## src/dkc_pkg.sv

```systemverilog
package dkc_pkg;

  // Accent key codes, Latin-1.
  localparam logic [7:0] AccTilde     = 8'd126;
  localparam logic [7:0] AccGrave     = 8'd96;
  localparam logic [7:0] AccQuote     = 8'd34;
  localparam logic [7:0] AccDiaeresis = 8'd168;
  localparam logic [7:0] AccApos      = 8'd39;
  localparam logic [7:0] AccCaret     = 8'd94;

  // Other special codes.
  localparam logic [7:0] CharNone  = 8'd0;
  localparam logic [7:0] CharSpace = 8'd32;

  // One result as it sits in the output register.
  typedef struct packed {
    logic [7:0] char_out;
    logic       last;
  } res_t;

  function automatic logic is_accent(input logic [7:0] c);
    return (c == AccTilde) || (c == AccGrave) || (c == AccQuote) ||
           (c == AccDiaeresis) || (c == AccApos) || (c == AccCaret);
  endfunction

  // Composed Latin-1 letter for an accent and a base letter; zero on a miss.
  function automatic logic [7:0] compose(input logic [7:0] accent, input logic [7:0] c);
    logic [7:0] r;
    r = CharNone;
    case (accent)
      AccTilde: begin
        case (c)
          "a":     r = 8'd227;
          "A":     r = 8'd195;
          "n":     r = 8'd241;
          "N":     r = 8'd209;
          "o":     r = 8'd245;
          "O":     r = 8'd213;
          default: r = CharNone;
        endcase
      end
      AccGrave: begin
        case (c)
          "a":     r = 8'd224;
          "A":     r = 8'd192;
          "e":     r = 8'd232;
          "E":     r = 8'd200;
          "i":     r = 8'd236;
          "I":     r = 8'd204;
          "o":     r = 8'd242;
          "O":     r = 8'd210;
          "u":     r = 8'd249;
          "U":     r = 8'd217;
          default: r = CharNone;
        endcase
      end
      AccApos: begin
        case (c)
          "a":     r = 8'd225;
          "A":     r = 8'd193;
          "e":     r = 8'd233;
          "E":     r = 8'd201;
          "i":     r = 8'd237;
          "I":     r = 8'd205;
          "o":     r = 8'd243;
          "O":     r = 8'd211;
          "u":     r = 8'd250;
          "U":     r = 8'd218;
          default: r = CharNone;
        endcase
      end
      AccQuote, AccDiaeresis: begin
        case (c)
          "a":     r = 8'd228;
          "A":     r = 8'd196;
          "e":     r = 8'd235;
          "E":     r = 8'd203;
          "i":     r = 8'd239;
          "I":     r = 8'd207;
          "o":     r = 8'd246;
          "O":     r = 8'd214;
          "u":     r = 8'd252;
          "U":     r = 8'd220;
          "y":     r = 8'd255;
          default: r = CharNone;
        endcase
      end
      AccCaret: begin
        case (c)
          "a":     r = 8'd226;
          "A":     r = 8'd194;
          "e":     r = 8'd234;
          "E":     r = 8'd202;
          "i":     r = 8'd238;
          "I":     r = 8'd206;
          "o":     r = 8'd244;
          "O":     r = 8'd212;
          "u":     r = 8'd251;
          "U":     r = 8'd219;
          default: r = CharNone;
        endcase
      end
      default: r = CharNone;
    endcase
    return r;
  endfunction

endpackage

```

## src/dead_key_composer.sv

```systemverilog
// Dead-key accent composer for 8-bit Latin-1 character codes.
// Input channel: in_valid_i / in_stall_o with char_in_i; one item is one typed code.
// Output channel: out_valid_o / out_stall_i with char_out_o and last_o; an item
// causes zero, one or two results, and last_o marks the final one of them.
// An accepted item is held in the input register and is then resolved
// against the pending accent into the result register, which shows the first
// result. Items that give zero or one result flow at one item per cycle while
// the receiver does not stall. An item that gives two results holds the single
// output port until both are taken, so the output port then sets the rate.
// When the receiver stalls, the result register holds its contents and the
// input register waits unless its item gives no result; in_stall_o rises once
// the input register is full and cannot be resolved.
// Reset clears both registers' valid state and the pending accent; results
// not yet taken are dropped.
module dead_key_composer (
  input  logic       clk_i,
  input  logic       rst_ni,
  input  logic       in_valid_i,
  output logic       in_stall_o,
  input  logic [7:0] char_in_i,
  output logic       out_valid_o,
  input  logic       out_stall_i,
  output logic [7:0] char_out_o,
  output logic       last_o
);
  import dkc_pkg::*;

  logic       s1_valid_q, s1_valid_d;
  logic [7:0] s1_char_q;
  logic [7:0] pend_q, pend_d;
  res_t       res0_q, res0_d, res1_q, res1_d;
  logic [1:0] cnt_q, cnt_d;

  logic       in_acc, pop, go;
  logic [1:0] n_new;
  res_t       new0, new1;
  logic [7:0] hit;
  logic [7:0] pend_new;

  // Resolve the held item against the pending accent.
  always_comb begin
    hit      = compose(pend_q, s1_char_q);
    n_new    = 2'd0;
    new0     = '0;
    new1     = '0;
    pend_new = pend_q;
    if (is_accent(s1_char_q)) begin
      if (pend_q != CharNone) begin
        n_new    = 2'd2;
        new0     = '{char_out: pend_q, last: 1'b0};
        new1     = '{char_out: s1_char_q, last: 1'b1};
        pend_new = CharNone;
      end else begin
        pend_new = s1_char_q;
      end
    end else if (s1_char_q == CharNone) begin
      n_new = 2'd0;
    end else if (pend_q != CharNone) begin
      pend_new = CharNone;
      if (hit != CharNone) begin
        n_new = 2'd1;
        new0  = '{char_out: hit, last: 1'b1};
      end else if (s1_char_q == CharSpace) begin
        n_new = 2'd1;
        new0  = '{char_out: pend_q, last: 1'b1};
      end else begin
        n_new = 2'd2;
        new0  = '{char_out: pend_q, last: 1'b0};
        new1  = '{char_out: s1_char_q, last: 1'b1};
      end
    end else begin
      n_new = 2'd1;
      new0  = '{char_out: s1_char_q, last: 1'b1};
    end
  end

  // Handshakes: the held item resolves once the result register frees up, or at once if it gives no result.
  assign pop         = (cnt_q != 2'd0) && !out_stall_i;
  assign go          = s1_valid_q &&
                       ((n_new == 2'd0) || (cnt_q == 2'd0) || ((cnt_q == 2'd1) && pop));
  assign in_stall_o  = s1_valid_q && !go;
  assign in_acc      = in_valid_i && !in_stall_o;
  assign out_valid_o = (cnt_q != 2'd0);
  assign char_out_o  = res0_q.char_out;
  assign last_o      = res0_q.last;

  // Next state of the input register, the pending accent and the results.
  always_comb begin
    s1_valid_d = s1_valid_q;
    pend_d     = pend_q;
    res0_d     = res0_q;
    res1_d     = res1_q;
    cnt_d      = cnt_q;
    if (in_acc) begin
      s1_valid_d = 1'b1;
    end else if (go) begin
      s1_valid_d = 1'b0;
    end
    if (go) begin
      pend_d = pend_new;
    end
    if (go && (n_new != 2'd0)) begin
      res0_d = new0;
      res1_d = new1;
      cnt_d  = n_new;
    end else if (pop) begin
      res0_d = res1_q;
      cnt_d  = cnt_q - 2'd1;
    end
  end

  // Control registers.
  always_ff @(posedge clk_i or negedge rst_ni) begin
    if (!rst_ni) begin
      s1_valid_q <= 1'b0;
      pend_q     <= CharNone;
      cnt_q      <= 2'd0;
    end else begin
      s1_valid_q <= s1_valid_d;
      pend_q     <= pend_d;
      cnt_q      <= cnt_d;
    end
  end

  // Payload registers.
  always_ff @(posedge clk_i) begin
    if (in_acc) begin
      s1_char_q <= char_in_i;
    end
    res0_q <= res0_d;
    res1_q <= res1_d;
  end

  // The result register never holds more than two results.
  assert property (@(posedge clk_i) disable iff (!rst_ni) cnt_q != 2'd3)
    else $error("result count out of range");

  // With two results held, only the second one is the final one.
  assert property (@(posedge clk_i) disable iff (!rst_ni)
    (cnt_q == 2'd2) |-> (!res0_q.last && res1_q.last))
    else $error("last flag misplaced in result pair");

  // The pending byte is empty or one of the accent keys.
  assert property (@(posedge clk_i) disable iff (!rst_ni)
    (pend_q == CharNone) || is_accent(pend_q))
    else $error("pending byte is not an accent");

  // A stall on the input means an item is waiting in the input register.
  assert property (@(posedge clk_i) disable iff (!rst_ni) in_stall_o |-> s1_valid_q)
    else $error("input stalled with empty input register");

endmodule
```

## config.mk

```make
export PLATFORM = sky130hd
export DESIGN_NAME = dead_key_composer
export DESIGN_NICKNAME = d
export VERILOG_FILES = /design/src/dkc_pkg.sv /design/src/dead_key_composer.sv
export SDC_FILE = /design/constraint.sdc
export NUM_CORES = 1
export LEC_CHECK = 0
export BUFFER_PORTS_ARGS = -buffer_cell sky130_fd_sc_hd__buf_2
export CELL_PAD_IN_SITES_DETAIL_PLACEMENT = 1
export CELL_PAD_IN_SITES_GLOBAL_PLACEMENT = 2
export CORE_MARGIN = 2
export CORE_UTILIZATION = 39
export CTS_CLUSTER_SIZE = 40
export DETAILED_ROUTE_END_ITERATION = 7
export GPL_ROUTABILITY_DRIVEN = 0
export PLACE_DENSITY_LB_ADDON = 0.1
export SLEW_MARGIN = 20
export SYNTH_ARGS = -nofsm -noshare
export SYNTH_HDL_FRONTEND = slang
export SYNTH_SLANG_ARGS = --single-unit
```

## constraint.sdc

```tcl
create_clock -name clk_i -period 2.76 [get_ports clk_i]
set_input_delay 0.552 -clock clk_i [delete_from_list [all_inputs] [get_ports clk_i]]
set_output_delay 0.552 -clock clk_i [all_outputs]
set_load 0.005 [all_outputs]
```

After elaboration in Yosys (flattened, before gate mapping)
Cells that the tools add are included.

cells by class
  $add $sub $neg = 1
  eq/ne operators = 28
  multiplexer cells = 34
  reductions and logical operators = 28

operator list
  cell                   count
  $pmux W8 S10           3
  $eq A8 B7 Y1 const B   19
  $mux W9                13
  $pmux W8 S11           1
  $pmux W8 S6            1
  $eq A8 B6 Y1 const B   5
  $pmux W8 S5            1
  $mux W8                4
  $eq A8 B8 Y1 const B   2
  $mux W2                8
  $reduce_bool A8 Y1     2
  $reduce_bool A2 Y1     5
  $logic_not A8 Y1       1
  $logic_or A1 B1 Y1     7
  $logic_and A1 B1 Y1    6
  $logic_not A2 Y1       2
  $logic_not A1 Y1       3
  $mux W1                3
  $reduce_and A3 Y1      1
  $eq A2 B1 Y1 const B   1
  $ne A2 B2 Y1 const B   1
  $reduce_or A2 Y1       1
  $sub A2 B1 Y2 const B  1

word-level totals
  flip-flop bits (word level) = 37
  input port bits = 12
  output and inout bits = 11

Logic depth before layout (Yosys ltp)
  depth after elaboration = 17
  mapped depth = 8
  gate-level depth less buffers = 7

Worst setup path before layout
Ideal clock, no wire load.

  kind = flip-flop to flip-flop
  start point = register s1_char_q[3]
  end point = register res0_q, in the netlist char_out_o[0], enable pin
  setup time = 335 ps
  data arrival time = 2223 ps
  data required time = 2425 ps
  slack = 202 ps
  cell stages (with the launch flop) = 8
  clock period less this slack = 2558 ps
  cell sequence = edfxtp_1 > buf_2 > and4b_1 > a211o_1 > a21oi_2 > nand3_4 > a21oi_4 > or2_1

on the way
  word-level cells in the longest chain between the ends = 14
  elaborated cells on any way between the ends = 45
  those cells by class = eq/ne: 20; mux: 11; reduce/logical: 14

RTL lines
  what                                        RTL line                  RTL
  from (decl)                                 dead_key_composer.sv:29   logic [7:0] s1_char_q;
  from (signal assigned)                      dead_key_composer.sv:128  s1_char_q <= char_in_i;
  $eq A8 B7 Y1 (on tied branches)             --
  $pmux W8 S11, or another cell as far along  dkc_pkg.sv:73             case (c)
  $pmux W8 S5                                 dkc_pkg.sv:30             case (accent)
  $reduce_bool A8 Y1                          dead_key_composer.sv:60   if (hit != CharNone) begin
  $mux W2                                     dead_key_composer.sv:60
  $mux W2                                     dead_key_composer.sv:58   end else if (pend_q != CharNone) begin
  $mux W2                                     dead_key_composer.sv:56   end else if (s1_char_q == CharNone) begin
  $mux W2 *                                   dead_key_composer.sv:47   if (is_accent(s1_char_q)) begin
  $logic_not A2 Y1                            dead_key_composer.sv:80   ((n_new == 2'd0) || (cnt_q == 2'd0) || ((cnt_q == 2'd1) && pop));
  $logic_or A1 B1 Y1 (2 in a row)             dead_key_composer.sv:80
  $logic_and A1 B1 Y1                         dead_key_composer.sv:79   assign go = s1_valid_q &&
  $logic_and A1 B1 Y1 *                       dead_key_composer.sv:102  if (go && (n_new != 2'd0)) begin
  $reduce_bool A2 Y1 (no line) *              --
  to (signal assigned)                        dead_key_composer.sv:130  res0_q <= res0_d;
  to (decl)                                   dead_key_composer.sv:31   res_t res0_q, res0_d, res1_q, res1_d;

Every way passes the cells marked *; elsewhere a longest branch is shown, timed or not.
A chain may end at the register's enable or synchronous reset.

Final worst setup path
  start point = register s1_char_q[2]
  end point = output in_stall_o

on the way
  word-level cells in the longest chain between the ends = 14
  elaborated cells on any way between the ends = 44
  those cells by class = eq/ne: 20; mux: 11; reduce/logical: 13

RTL lines
  what                                        RTL line                 RTL
  $eq A8 B7 Y1 (on tied branches)             --
  $pmux W8 S11, or another cell as far along  dkc_pkg.sv:73
  $pmux W8 S5                                 dkc_pkg.sv:30
  $reduce_bool A8 Y1                          dead_key_composer.sv:60
  $mux W2                                     dead_key_composer.sv:60
  $mux W2                                     dead_key_composer.sv:58
  $mux W2                                     dead_key_composer.sv:56
  $mux W2 *                                   dead_key_composer.sv:47
  $logic_not A2 Y1 *                          dead_key_composer.sv:80
  $logic_or A1 B1 Y1 * (2 in a row)           dead_key_composer.sv:80
  $logic_and A1 B1 Y1 *                       dead_key_composer.sv:79
  $logic_not A1 Y1 *                          dead_key_composer.sv:81  assign in_stall_o = s1_valid_q && !go;
  $logic_and A1 B1 Y1 *                       dead_key_composer.sv:81
  to (decl)                                   dead_key_composer.sv:19  output logic in_stall_o,

Marked as above.

==> impl_metrics.yaml <==
outcome:
  status: "finished with violations"
  failed_checks: "setup timing"
logic_synthesis:
  syn-num-nets: 241
  async_flop_share_pct: 29.7
  yosys-mux-area-fraction_pct: 5.74
  yosys.area_share.simple_pct: 23.3
  synth.avg_cell_area_um2: 10.9
  synth_warnings: 0
  synthTopCellsByArea: "edfxtp_1 32%, dfrtp_1 11%, mux2_4 4.9%, a221o_1 2.8%, nor2_1 2.4%"
  yosysMostFrequentCell: "edfxtp_1"
  syn_area_mm2: 0.00246
  postSynthCellCount: 227
  ys_ff_latch: 37
  ys_types: 72
  synth_seq_area_share_pct: 42.9
  synth_top_family_by_area: "simple AND/OR/NAND/NOR gates"
  synth_xor_area_share_pct: 0.711
  yosys.area.top_type: "edfxtp_1"
  synth_top_area_share_pct: 31.7
  synth-edff-count: 26
  synth_compound_area_share_pct: 21.4
  synthTopCellsByCount: "26 x edfxtp_1, 16 x nor2_1, 15 x inv_1"
  synth-adder-area-share_pct: 1.02
  ys.flop_type: "edfxtp_1"
timing:
  finalCritPeriodShare_pct: 103
  fin_tns_setup_ns: -0.0840
  finalSetupViolCount: 1
  slew_headroom_pct: 59.4
  worst_pin_slew_ns: 0.603
  fin_ws_ns: -0.0840
  timing.fmax_mhz: 352
  skew_ns: 0.00799
  hold_violations: 0
  holdWs_ns: 0.113
  post-route-min-period_ns: 2.84
  rsz0062_at_grt: "true"
  maxSlewViolCount: 0
final_layout:
  fin_area_mm2: 0.00319
  areaGrowthSynthToFinish_pct: 29.5
  diodes: 0
  finalCoreUtilization_pct: 52.9
  nets: 312
  fill_cells: 673
  drive_gt1_share_pct: 39.8
  fin_cells: 374
floorplan:
  initial_core_util_pct: 40.9
  ioPinCount: 23
  die_x_um: 83.5
  rows: 28
  core_mm2: 0.00603
  die_h_um: 83.5
  die_area_mm2: 0.00697
critical_path:
  r2r-end: "char_out_o[3]"
  reg2reg_from: "s1_char_q[1]"
  startpoint_type: "register"
  critical_path_required_ns: 2.21
  crit_arrival_ns: 2.29
  crit_type: "reg -> out"
  r2r_cells: 8
  r2r_slack_ns: 0.09
  path_max_fanout: 5
  worstSetupEndpointType: "output pin"
power_and_ir_drop:
  switching_share_pct: 38.3
  p_int_mw: 1.95
  leakage_nw: 1.30
  pwr-share-clk_pct: 11.9
  p_comb_share_pct: 53.6
  pwr-share-seq_pct: 34.5
  p_total_mw: 3.16
  ir_drop_mv: 0.454
  p_per_area_mw_per_mm2: 990
  p_sw_mw: 1.21
clock_tree:
  ctsRootBufferMaster: "clkbuf_8"
  cts.reportedPaths.clkPinSlew_ns: 0.08
  cts_sinks: 37
  insertion_delay_ns: 0.29
  cts.path.max_buffers: 2
  htreeDepth: 2
  cts_tree: "yes"
  cts_buffers: 5
detailed_routing:
  drtAntennaViolNets: 0
  wl_um: 7740
  dr.pass1.iters: 4
  drtIter0Drc: 108
  vias: 2199
  wl_per_cell_um: 20.7
  viasPerCell: 5.88
  drc: 0
placement:
  pre_cts_slack_ns: 0.00240
  place_area_mm2: 0.00283
  dpl.hpwl_um: 5720
  dpl.cell_count: 342
  numPortBuffers: 22
global_route:
  first_global_vias: 2374
  grt_use_total_pct: 23.2
  antenna_found_initial: 0
  grt_pass1_wl_um: 12700
  overflow: 0
  grt_max_degree: 15
job:
  cap_violations: 0
worst_hold_path:
  hp-class: "in -> async"
worst max-delay path: stages, from the launching register on:
cell      delay, ns
edfxtp_1       0.47
buf_4          0.18
buf_4          0.12
and3_1         0.24
a211oi_2       0.35
nand2_2        0.14
a211oi_4       0.32
buf_2          0.17
routing by layer:
metal | share of wire [%] | GRT usage [%] | routed length, um
met1 | 43 | 27.9 | 3300
met2 | 50 | 40.3 | 3860
met3 | 3.2 | 4.06 | 250
met4 | 4.3 | 11.0 | 336
met5 | 0 | 0 | 0
state kept, by name, indices dropped and copies added, names as in the netlist:
register,flops
s1_char_q,8
last_o,1
char_out_o,8
cnt_q,2
pend_q,8
res1_q,9
s1_valid_q,1
power groups by stage:
stage	sequential, mW	combinational, mW	clock (mW)
after floorplan	1.03	1.01	0
after global placement	1.10	1.40	0
after detailed placement	1.11	1.46	0
after CTS	1.10	1.58	0.382
after global routing	1.11	1.84	0.412
final	1.09	1.69	0.376
cell families (layout without fill, tap and decap cells):
kind of cell               count (synthesis)  after routing
adders and majority gates                  2              2
and+or+nand+nor                           88             88
xor gates and xnor gates                   2              2
AOI/OAI and AO/OA                         60             60
muxes                                     10             10
DFF                                       37             37
buffers and inverters                     28            100
cell type report:
type	count	area [um^2]	share of cell area [%]
multi-input combinational	162	1360	42.7
timing repair buffer	77	539	16.9
tap	75	93.8	2.94
clock inverter	2	10.0	0.314
sequential	37	1060	33.1
clock buffer	6	72.6	2.27
inverter	15	56.3	1.76
layout by cell type (no fill, tap or decap), types with 6 or more instances in the layout:
master,synthesis,layout
a221o_1,7,7
nand3b_1,6,6
o22ai_1,6,6
mux2_4,8,8
dfrtp_1,11,11
buf_2,4,22
inv_1,15,15
buf_4,3,53
nor2_1,16,16
o21ai_0,6,6
edfxtp_1,26,26
and2_1,7,7
nand2_1,9,9
a21oi_1,6,6
worst max path at each step:
| stage | slack [ns] | endpoint | cells past startpoint | from |
|---|---|---|---|---|
| 2_1_floorplan | 0.20 | char_out_o[0] | 7 | s1_char_q[3] |
| 3_3_place_gp | 0.08 | in_stall_o | 6 | s1_char_q[2] |
| 3_5_place_dp | 0.002 | in_stall_o | 6 | s1_char_q[2] |
| 4_1_cts | -0.02 | in_stall_o | 6 | s1_char_q[3] |
| 5_1_grt | -0.12 | in_stall_o | 7 | s1_char_q[0] |
| 6_report | -0.08 | in_stall_o | 7 | s1_char_q[2] |
repair_timing:
action | in CTS | in global routing
buffers inserted | 15 | 9
setup endpoints to repair | 1 | 18
gates resized for setup | 8 | 6
hold endpoints to repair | 0 | 0
hold buffers | 0 | 0
pin swaps | 5 | 4
Power figures use the tool's default switching activity.
